===== config.mk =====
export PLATFORM = sky130hd
export DESIGN_NAME = ultrasonic_echo_ranger_top
export DESIGN_NICKNAME = d
export VERILOG_FILES = /design/src/hw/rtl/uer_pkg.sv /design/src/hw/rtl/uer_front.sv /design/src/hw/rtl/uer_queue.sv /design/src/hw/rtl/uer_back.sv /design/src/hw/rtl/ultrasonic_echo_ranger_top.sv
export SDC_FILE = /design/constraint.sdc
export NUM_CORES = 1
export LEC_CHECK = 0
export BUFFER_PORTS_ARGS = -buffer_cell sky130_fd_sc_hd__buf_2
export CAP_MARGIN = 15
export CORE_UTILIZATION = 34
export CTS_CLUSTER_SIZE = 30
export DETAILED_ROUTE_END_ITERATION = 16
export SLEW_MARGIN = 20
export SYNTH_ARGS = -nofsm -noshare
export SYNTH_HDL_FRONTEND = slang
export SYNTH_SLANG_ARGS = --single-unit

===== constraint.sdc =====
create_clock -name clk_i -period 8.9 [get_ports clk_i]
set_input_delay 1.78 -clock clk_i [delete_from_list [all_inputs] [get_ports clk_i]]
set_output_delay 1.78 -clock clk_i [all_outputs]
set_load 0.02 [all_outputs]

===== src/hw/rtl/uer_pkg.sv =====
`timescale 1ns / 1ps
`default_nettype none

package uer_pkg;

  // Field widths.
  localparam int unsigned CaptureWidth = 16;
  localparam int unsigned TickWidth    = 32;
  localparam int unsigned DistWidth    = 10;
  localparam int unsigned ModWidth     = 16;
  localparam int unsigned DivWidth     = 16;
  localparam int unsigned CountWidth   = 4;
  localparam int unsigned PhaseWidth   = 2;
  localparam int unsigned CfgIdxWidth  = 3;
  localparam int unsigned CfgDataWidth = 16;

  // Queue between the front and the back.
  localparam int unsigned QueueDepth = 2;
  localparam int unsigned QueuePtrW  = $clog2(QueueDepth);
  localparam int unsigned QueueCntW  = $clog2(QueueDepth + 1);

  // Phase codes as they show on the result beat.
  localparam logic [PhaseWidth-1:0] PhaseTrig = 2'd0;
  localparam logic [PhaseWidth-1:0] PhaseWait = 2'd1;
  localparam logic [PhaseWidth-1:0] PhaseProc = 2'd2;

  // Configuration register indexes.
  typedef enum logic [CfgIdxWidth-1:0] {
    CfgTimerModulo   = 3'd0,
    CfgUnitDivisor   = 3'd1,
    CfgMaxDistance   = 3'd2,
    CfgAcceptDelta   = 3'd3,
    CfgOverflowLimit = 3'd4
  } cfg_idx_e;

  // Reset values of the configuration registers.
  localparam logic [ModWidth-1:0]   TimerModuloRst   = 16'd65535;
  localparam logic [DivWidth-1:0]   UnitDivisorRst   = 16'd134;
  localparam logic [DistWidth-1:0]  MaxDistanceRst   = 10'd150;
  localparam logic [DistWidth-1:0]  AcceptDeltaRst   = 10'd20;
  localparam logic [CountWidth-1:0] OverflowLimitRst = 4'd4;

  // One timer event.
  typedef struct packed {
    logic                    compare_event;
    logic                    overflow_event;
    logic                    trailing_edge_event;
    logic [CaptureWidth-1:0] lead_capture;
    logic [CaptureWidth-1:0] trail_capture;
  } in_item_t;

  // One result.
  typedef struct packed {
    logic                  trigger_level;
    logic [PhaseWidth-1:0] phase;
    logic                  sample_done;
    logic [DistWidth-1:0]  raw_distance;
    logic [DistWidth-1:0]  filtered_distance;
  } out_item_t;

  // Classified event as it travels from the front to the back.
  typedef struct packed {
    logic                  trigger_level;
    logic [PhaseWidth-1:0] phase;
    logic                  sample_done;
    logic [TickWidth-1:0]  echo_ticks;
  } job_t;

endpackage

`default_nettype wire


===== src/hw/rtl/uer_front.sv =====
`timescale 1ns / 1ps
`default_nettype none

module uer_front (
  input  wire                                clk_i,
  input  wire                                rst_ni,
  input  wire                                in_valid_i,
  output logic                               in_ready_o,
  input  uer_pkg::in_item_t                  in_data_i,
  input  wire  [uer_pkg::ModWidth-1:0]       timer_modulo_i,
  input  wire  [uer_pkg::CountWidth-1:0]     overflow_limit_i,
  input  wire                                queue_full_i,
  output logic                               push_o,
  output uer_pkg::job_t                      job_o
);
  import uer_pkg::*;

  typedef enum logic [PhaseWidth-1:0] {
    PhTrig = 2'd0,
    PhWait = 2'd1,
    PhProc = 2'd2
  } phase_e;

  phase_e                 phase_q, phase_d, phase_ev;
  logic [CountWidth-1:0]  ovf_cnt_q, ovf_cnt_d, ovf_cnt_ev;
  logic                   trig_q, trig_d;
  logic                   done;
  logic                   accept;
  logic [TickWidth-1:0]   diff;
  logic [ModWidth+CountWidth:0] span;
  logic [TickWidth-1:0]   ticks;

  assign in_ready_o = !queue_full_i;
  assign accept     = in_valid_i && in_ready_o;
  assign push_o     = accept;

  // Walk the three flags in order: compare, overflow, trailing edge.
  always_comb begin
    trig_d     = trig_q;
    phase_ev   = phase_q;
    ovf_cnt_ev = ovf_cnt_q;
    if (in_data_i.compare_event && phase_q == PhTrig) begin
      trig_d = 1'b1;
    end
    if (in_data_i.overflow_event) begin
      if (phase_q == PhTrig) begin
        trig_d   = 1'b0;
        phase_ev = PhWait;
      end else if (phase_q == PhWait) begin
        if (ovf_cnt_q < overflow_limit_i) begin
          ovf_cnt_ev = ovf_cnt_q + 1'b1;
        end else begin
          phase_ev = PhProc;
        end
      end
    end
    if (in_data_i.trailing_edge_event && phase_ev == PhWait) begin
      phase_ev = PhProc;
    end
    done = (phase_ev == PhProc);
    // A finished measurement goes back to the trigger phase at once.
    phase_d   = done ? PhTrig : phase_ev;
    ovf_cnt_d = done ? '0 : ovf_cnt_ev;
  end

  // Echo length in ticks, modulo 2^32.
  always_comb begin
    diff  = {{(TickWidth-CaptureWidth){1'b0}}, in_data_i.trail_capture}
          - {{(TickWidth-CaptureWidth){1'b0}}, in_data_i.lead_capture};
    span  = ovf_cnt_ev * ({1'b0, timer_modulo_i} + 17'd1);
    ticks = diff + {{(TickWidth-ModWidth-CountWidth-1){1'b0}}, span};
  end

  always_comb begin
    job_o.trigger_level = trig_d;
    job_o.phase         = phase_d;
    job_o.sample_done   = done;
    job_o.echo_ticks    = ticks;
  end

  always_ff @(posedge clk_i or negedge rst_ni) begin
    if (!rst_ni) begin
      phase_q   <= PhTrig;
      ovf_cnt_q <= '0;
      trig_q    <= 1'b0;
    end else if (accept) begin
      phase_q   <= phase_d;
      ovf_cnt_q <= ovf_cnt_d;
      trig_q    <= trig_d;
    end
  end

endmodule

`default_nettype wire


===== src/hw/rtl/uer_queue.sv =====
`timescale 1ns / 1ps
`default_nettype none

module uer_queue (
  input  wire            clk_i,
  input  wire            rst_ni,
  input  wire            push_i,
  input  uer_pkg::job_t  push_data_i,
  output logic           full_o,
  input  wire            pop_i,
  output logic           empty_o,
  output uer_pkg::job_t  head_o
);
  import uer_pkg::*;

  job_t                  slot_q [QueueDepth];
  logic [QueuePtrW-1:0]  wr_ptr_q, rd_ptr_q;
  logic [QueueCntW-1:0]  level_q;

  assign full_o  = (level_q == QueueCntW'(QueueDepth));
  assign empty_o = (level_q == '0);
  assign head_o  = slot_q[rd_ptr_q];

  // Entry storage; the front only pushes when there is room.
  always_ff @(posedge clk_i) begin
    if (push_i) begin
      slot_q[wr_ptr_q] <= push_data_i;
    end
  end

  // Pointers and fill level.
  always_ff @(posedge clk_i or negedge rst_ni) begin
    if (!rst_ni) begin
      wr_ptr_q <= '0;
      rd_ptr_q <= '0;
      level_q  <= '0;
    end else begin
      if (push_i) begin
        wr_ptr_q <= (wr_ptr_q == QueuePtrW'(QueueDepth - 1)) ? '0 : wr_ptr_q + 1'b1;
      end
      if (pop_i) begin
        rd_ptr_q <= (rd_ptr_q == QueuePtrW'(QueueDepth - 1)) ? '0 : rd_ptr_q + 1'b1;
      end
      if (push_i && !pop_i) begin
        level_q <= level_q + 1'b1;
      end else if (pop_i && !push_i) begin
        level_q <= level_q - 1'b1;
      end
    end
  end

endmodule

`default_nettype wire


===== src/hw/rtl/uer_back.sv =====
`timescale 1ns / 1ps
`default_nettype none

module uer_back (
  input  wire                              clk_i,
  input  wire                              rst_ni,
  input  wire                              empty_i,
  input  uer_pkg::job_t                    head_i,
  output logic                             pop_o,
  input  wire  [uer_pkg::DivWidth-1:0]     unit_divisor_i,
  input  wire  [uer_pkg::DistWidth-1:0]    max_distance_i,
  input  wire  [uer_pkg::DistWidth-1:0]    accept_delta_i,
  output logic                             out_valid_o,
  input  wire                              out_ready_i,
  output uer_pkg::out_item_t               out_data_o
);
  import uer_pkg::*;

  localparam int unsigned StepW = $clog2(TickWidth);

  typedef enum logic [1:0] {
    BkIdle,
    BkDiv,
    BkDone
  } back_state_e;

  back_state_e            state_q;
  logic [TickWidth-1:0]   quo_q;
  logic [DivWidth-1:0]    rem_q;
  logic [StepW-1:0]       step_q;
  logic                   pend_trig_q;
  logic [PhaseWidth-1:0]  pend_phase_q;
  logic [DistWidth-1:0]   newest_q, middle_q, dist_q;
  logic                   out_vld_q;
  out_item_t              out_q;

  logic [DivWidth:0]      rem_sh, rem_sub;
  logic                   rem_ge;
  logic [DistWidth-1:0]   q_sat, filt;
  logic [DistWidth:0]     band_hi, mid_lo;
  logic                   reject;
  logic                   out_free;

  assign out_valid_o = out_vld_q;
  assign out_data_o  = out_q;
  assign out_free    = !out_vld_q || out_ready_i;
  assign pop_o       = (state_q == BkIdle) && !empty_i && out_free;

  // One restoring division step. A zero divisor always subtracts,
  // which yields an all-ones quotient.
  always_comb begin
    rem_sh  = {rem_q, quo_q[TickWidth-1]};
    rem_ge  = (rem_sh >= {1'b0, unit_divisor_i});
    rem_sub = rem_sh - {1'b0, unit_divisor_i};
  end

  // Saturate the quotient and run the outlier filter on the shifted history:
  // the new middle is the old newest, the new oldest is the old middle.
  always_comb begin
    q_sat   = (quo_q > {{(TickWidth-DistWidth){1'b0}}, max_distance_i})
            ? max_distance_i : quo_q[DistWidth-1:0];
    band_hi = {1'b0, middle_q} + {1'b0, accept_delta_i};
    mid_lo  = {1'b0, newest_q} + {1'b0, accept_delta_i};
    reject  = ({1'b0, newest_q} > band_hi) || (mid_lo < {1'b0, middle_q});
    filt    = reject ? q_sat : newest_q;
  end

  // Back sequencer with the sample history and the output register.
  always_ff @(posedge clk_i or negedge rst_ni) begin
    if (!rst_ni) begin
      state_q      <= BkIdle;
      quo_q        <= '0;
      rem_q        <= '0;
      step_q       <= '0;
      pend_trig_q  <= 1'b0;
      pend_phase_q <= PhaseTrig;
      newest_q     <= '0;
      middle_q     <= '0;
      dist_q       <= '0;
      out_vld_q    <= 1'b0;
      out_q        <= '0;
    end else begin
      unique case (state_q)
        BkIdle: begin
          if (out_vld_q && out_ready_i) begin
            out_vld_q <= 1'b0;
          end
          if (pop_o) begin
            if (head_i.sample_done) begin
              quo_q        <= head_i.echo_ticks;
              rem_q        <= '0;
              step_q       <= '0;
              pend_trig_q  <= head_i.trigger_level;
              pend_phase_q <= head_i.phase;
              state_q      <= BkDiv;
            end else begin
              out_q.trigger_level     <= head_i.trigger_level;
              out_q.phase             <= head_i.phase;
              out_q.sample_done       <= 1'b0;
              out_q.raw_distance      <= newest_q;
              out_q.filtered_distance <= dist_q;
              out_vld_q               <= 1'b1;
            end
          end
        end
        BkDiv: begin
          quo_q  <= {quo_q[TickWidth-2:0], rem_ge};
          rem_q  <= rem_ge ? rem_sub[DivWidth-1:0] : rem_sh[DivWidth-1:0];
          step_q <= step_q + 1'b1;
          if (step_q == StepW'(TickWidth - 1)) begin
            state_q <= BkDone;
          end
        end
        BkDone: begin
          // The output register was freed when this job left the queue.
          newest_q                <= q_sat;
          middle_q                <= newest_q;
          dist_q                  <= filt;
          out_q.trigger_level     <= pend_trig_q;
          out_q.phase             <= pend_phase_q;
          out_q.sample_done       <= 1'b1;
          out_q.raw_distance      <= q_sat;
          out_q.filtered_distance <= filt;
          out_vld_q               <= 1'b1;
          state_q                 <= BkIdle;
        end
        default: begin
          state_q <= BkIdle;
        end
      endcase
    end
  end

endmodule

`default_nettype wire


===== src/hw/rtl/ultrasonic_echo_ranger_top.sv =====
`timescale 1ns / 1ps
`default_nettype none

// Channel   Direction  Handshake                  Beat
// in        input      in_valid_i / in_ready_o    uer_pkg::in_item_t, one timer event
// out       output     out_valid_o / out_ready_i  uer_pkg::out_item_t, one result
// cfg       input      cfg_valid_i / cfg_ready_o  cfg_index_i, cfg_data_i
//
// An event without a finished measurement passes through the job queue to the output register.
// An event that finishes a measurement also runs the 32-step serial divider before its result.
// The front takes events while the two-entry job queue has room, so it runs ahead of the back.
// Output register holds a result until taken; a stall there stalls the back, then the front.
// Reset is asynchronous and active low; there is no clearing pass after it.

module ultrasonic_echo_ranger_top (
  input  wire                                   clk_i,
  input  wire                                   rst_ni,
  input  wire                                   in_valid_i,
  output logic                                  in_ready_o,
  input  uer_pkg::in_item_t                     in_data_i,
  output logic                                  out_valid_o,
  input  wire                                   out_ready_i,
  output uer_pkg::out_item_t                    out_data_o,
  input  wire                                   cfg_valid_i,
  output logic                                  cfg_ready_o,
  input  wire  [uer_pkg::CfgIdxWidth-1:0]       cfg_index_i,
  input  wire  [uer_pkg::CfgDataWidth-1:0]      cfg_data_i
);
  import uer_pkg::*;

  logic [ModWidth-1:0]   timer_modulo_q;
  logic [DivWidth-1:0]   unit_divisor_q;
  logic [DistWidth-1:0]  max_distance_q;
  logic [DistWidth-1:0]  accept_delta_q;
  logic [CountWidth-1:0] overflow_limit_q;

  logic  push;
  logic  pop;
  logic  queue_full;
  logic  queue_empty;
  job_t  push_job;
  job_t  head_job;

  // Configuration registers; indexes past the list are dropped.
  assign cfg_ready_o = 1'b1;

  always_ff @(posedge clk_i or negedge rst_ni) begin
    if (!rst_ni) begin
      timer_modulo_q   <= TimerModuloRst;
      unit_divisor_q   <= UnitDivisorRst;
      max_distance_q   <= MaxDistanceRst;
      accept_delta_q   <= AcceptDeltaRst;
      overflow_limit_q <= OverflowLimitRst;
    end else if (cfg_valid_i && cfg_ready_o) begin
      unique case (cfg_index_i)
        CfgTimerModulo:   timer_modulo_q   <= cfg_data_i[ModWidth-1:0];
        CfgUnitDivisor:   unit_divisor_q   <= cfg_data_i[DivWidth-1:0];
        CfgMaxDistance:   max_distance_q   <= cfg_data_i[DistWidth-1:0];
        CfgAcceptDelta:   accept_delta_q   <= cfg_data_i[DistWidth-1:0];
        CfgOverflowLimit: overflow_limit_q <= cfg_data_i[CountWidth-1:0];
        default: ;
      endcase
    end
  end

  uer_front u_front (
    .clk_i            (clk_i),
    .rst_ni           (rst_ni),
    .in_valid_i       (in_valid_i),
    .in_ready_o       (in_ready_o),
    .in_data_i        (in_data_i),
    .timer_modulo_i   (timer_modulo_q),
    .overflow_limit_i (overflow_limit_q),
    .queue_full_i     (queue_full),
    .push_o           (push),
    .job_o            (push_job)
  );

  uer_queue u_queue (
    .clk_i       (clk_i),
    .rst_ni      (rst_ni),
    .push_i      (push),
    .push_data_i (push_job),
    .full_o      (queue_full),
    .pop_i       (pop),
    .empty_o     (queue_empty),
    .head_o      (head_job)
  );

  uer_back u_back (
    .clk_i          (clk_i),
    .rst_ni         (rst_ni),
    .empty_i        (queue_empty),
    .head_i         (head_job),
    .pop_o          (pop),
    .unit_divisor_i (unit_divisor_q),
    .max_distance_i (max_distance_q),
    .accept_delta_i (accept_delta_q),
    .out_valid_o    (out_valid_o),
    .out_ready_i    (out_ready_i),
    .out_data_o     (out_data_o)
  );

  // A completed sample always leaves the ranger back in the trigger phase.
  assert property (@(posedge clk_i) disable iff (!rst_ni)
    out_valid_o && out_data_o.sample_done |-> out_data_o.phase == PhaseTrig)
    else $error("sample completed outside the trigger phase");

  // The trigger pin is only ever high while in the trigger phase.
  assert property (@(posedge clk_i) disable iff (!rst_ni)
    out_valid_o && out_data_o.trigger_level |-> out_data_o.phase == PhaseTrig)
    else $error("trigger pin high after leaving the trigger phase");

  // Processing is never visible as a resting phase.
  assert property (@(posedge clk_i) disable iff (!rst_ni)
    out_valid_o |-> out_data_o.phase != PhaseProc)
    else $error("result reports the processing phase");

  // The front stalls only when the job queue is full.
  assert property (@(posedge clk_i) disable iff (!rst_ni)
    !in_ready_o |-> queue_full && !queue_empty)
    else $error("input stalled with room in the job queue");

endmodule

`default_nettype wire


==> flow_metrics.tcl <==
set metrics [dict create \
    status "finished clean" \
    core.rowCount 80 \
    die_x_um 223 \
    p_total_mw 6.94 \
    cp-start-kind "input port" \
    gp_congestion 0.843 \
    power.internal_mw 3.99 \
    seqPwrFrac 0.301 \
    ctsHoldBuffers 0 \
    fin_nets 2006 \
    syn_area_mm2 0.0167 \
    worst_pin_slew_ns 1.06 \
    die_h_um 223 \
    yosys.area.top_type "dfrtp_1" \
    area_growth_pct 12.4 \
    htreeDepth 1 \
    die_area_mm2 0.0499 \
    clkTransAtPathRegs_ns 0.06 \
    antenna_cells 0 \
    crit_arrival_ns 8.05 \
    finalCriticalPeriod_ns 7.77 \
    timing.final.hold_violations 0 \
    cp.required_ns 9.18 \
    vdd_drop_max_mv 0.174 \
    clock-skew-final_ns 0.0121 \
    yosysWarningCount 0 \
    postRouteAntennaNets 0 \
    combPwrFrac 0.525 \
    period_share 0.873 \
    dp_hpwl_um 30200 \
    antenna_found_initial 0 \
    avgRoutedWirePerCell_um 16.8 \
    cts.sinks 252 \
    hold_class "reg -> reg" \
    setup_ws_ns 1.13 \
    grt_setup_unrepaired "no" \
    cts_buffer_depth 3 \
    cts_setup_buffers 0 \
    grt_max_degree 66 \
    synth-edff-count 72 \
    yosys-top-cells-area "dfrtp_1, edfxtp_1, ha_1, fa_1, dfstp_2" \
    grt_pass1_wl_um 66500 \
    setup_violations 0 \
    yosysMostFrequentCell "nand2_1" \
    netSwitchingPower_mw 2.95 \
    clock_power_share 0.175 \
    cts_root_buf "clkbuf_16" \
    core_mm2 0.0480 \
    cp-end-kind "flop" \
    switching_share 0.425 \
    ys.flop_type "dfrtp_1" \
    syn_avg_cell_area_um2 9.80 \
    grt_usage 0.166 \
    criticalPathCategory "in -> reg" \
    initial_core_util 0.347 \
    drt_wl_total_um 40500 \
    synth_cell_type_count 73 \
    clock_latency_ns 0.57 \
    pre_cts_slack_ns 0.600 \
    rrSetupSlack_ns 1.74 \
    reg2reg_depth 26 \
    post_cts_resized 0 \
    drc 0 \
    drv_cap 0 \
    synth_common_cells "nand2_1, dfrtp_1, inv_1, nor2_1, ha_1" \
    synth_top_area_frac 0.231 \
    fin_area_mm2 0.0187 \
    grt_pass1_vias 12700 \
    power.density_mw_per_mm2 371 \
    worstHoldStart "u_back.out_data_o[20]" \
    layout-drive-gt1-share 0.133 \
    netlist_instances 1701 \
    ys_seq_area_frac 0.402 \
    synth_nets 1931 \
    firstDrtPassIters 5 \
    timing.rr.start "u_front.ovf_cnt_q[1]" \
    viasPerCell 5.22 \
    cts_tree "yes" \
    crit_fanout 6 \
    fin_util 0.390 \
    total_leakage_power_nw 8.52 \
    hold_path_end "u_back.out_data_o[20]" \
    hold_depth 2 \
    vias 12600 \
    reg2reg_to "u_queue.slot_q[0][21]" \
    ios 86 \
    tns_ns 0 \
    postPlaceCellArea_mm2 0.0177 \
    ys_ff_latch 252 \
    fmax_mhz 129 \
    slew-limit-headroom 0.290 \
    maxSlewViolCount 0 \
    cts_buffers 30 \
    io_buffers 84 \
    ys_async_sr_fraction 0.714 \
    drtIter0Drc 804 \
    grt_overflow_total 0 \
]
layout make-up:
cell class,count,area (µm²)
tap,615,769
sequential,252,6700
clock inverter,12,108
fill,4695,29300
multi-input combinational,1243,9150
timing repair buffer,100,559
clock buffer,44,885
inverter,149,559
cell usage in the layout, fill, tap and decap left out, types with 6 or more instances in the layout:
cell	instances
nand2b_1	16
o21a_1	21
nand4_1	11
mux2_2	28
ha_1	136
nor3_1	10
o21ai_0	95
buf_2	83
xnor2_1	55
edfxtp_1	72
o221ai_1	12
nor2b_1	26
fa_1	35
clkbuf_16	31
dfrtp_1	153
o211ai_1	7
clkbuf_1	7
and3_1	20
nand3_1	36
and2_1	9
dfstp_2	26
clkbuf_8	6
nor4_1	11
a211oi_1	10
buf_4	15
a21oi_1	103
xor2_1	40
nand2_1	170
a31oi_1	6
o21ai_1	7
a221o_1	33
nor2_1	143
or2_2	17
o31ai_1	15
or3_1	6
a21o_1	34
o21bai_1	7
mux2i_1	59
inv_1	149
through the flow:
| step | hold slack [ns] | instances |
|---|---|---|
| global route | 0.501 | 2415 |
| global placement | 0.462 | 2358 |
| finish | 0.475 | 2415 |
| CTS | 0.481 | 2414 |
| floorplan | 0.447 | 1701 |
| detailed placement | 0.466 | 2358 |
critical path, cell delays in order:
cell,delay [ns]
buf_2,0.10
nor2b_1,0.23
nand2_1,0.16
a211oi_4,0.38
nand4_1,0.17
xor2_1,0.18
or2_2,0.30
fa_1,0.52
fa_1,0.56
inv_1,0.07
fa_1,0.46
a21oi_1,0.16
o21ai_0,0.17
a41oi_1,0.40
a21oi_1,0.19
a21o_1,0.21
a21oi_1,0.17
xnor2_1,0.16
ha_1,0.30
a21o_1,0.19
a21oi_1,0.14
o21ai_0,0.13
a221oi_1,0.26
nor2_1,0.14
o41ai_4,0.37
xor2_1,0.14
per-layer routing:
| layer | global-route usage | wire, µm |
|---|---|---|
| met1 | 0.222 | 19000 |
| met2 | 0.281 | 19100 |
| met3 | 0.0205 | 1480 |
| met4 | 0.0449 | 959 |
| met5 | 0 | 0 |
cells by family (layout without fill, tap and decap cells):
group	Yosys count	count (layout)	share of synthesized area
AO/OA/AOI/OAI	399	399	0.164
adder cells (fa/ha/maj)	171	171	0.144
AND/OR/NAND/NOR	490	490	0.134
buffers and inverters	206	305	0.0516
other	1	1	0.000225
multiplexers	87	87	0.0543
XOR/XNOR	95	95	0.0499
flip-flops	252	252	0.402
registers in the layout, summed over array words and instances (netlist names), 4 cells and up:
| signal | cells |
|---|---|
| u_back.quo_q | 32 |
| max_distance_q | 10 |
| u_back.rem_q | 16 |
| u_back.newest_q | 10 |
| u_back.dist_q | 10 |
| u_back.out_data_o | 24 |
| accept_delta_q | 10 |
| unit_divisor_q | 16 |
| u_back.middle_q | 10 |
| overflow_limit_q | 4 |
| u_front.ovf_cnt_q | 4 |
| u_queue.slot_q | 72 |
| timer_modulo_q | 16 |
| u_back.step_q | 5 |
how the worst max path moves through the flow:
stage                                       end  slack, ns          start
after floorplan           u_queue.slot_q[0][22]       1.25  in_data_i[33]
after global placement    u_queue.slot_q[0][21]       0.68  in_data_i[33]
after detailed placement  u_queue.slot_q[0][21]       0.60  in_data_i[33]
after CTS                 u_queue.slot_q[0][21]       1.17  in_data_i[33]
after global routing      u_queue.slot_q[0][21]       0.63  in_data_i[33]
final                     u_queue.slot_q[0][21]       1.13  in_data_i[33]
power by group through the flow:
stage | combinational (mW) | sequential, mW | clock [mW]
floorplan | 2.70 | 2.06 | 0
global placement | 3.52 | 2.10 | 0
detailed placement | 3.61 | 2.11 | 0
CTS | 3.63 | 2.09 | 1.24
global route | 4.08 | 2.14 | 1.29
finish | 3.64 | 2.09 | 1.21
No activity file was read; power rests on OpenSTA's default activity.
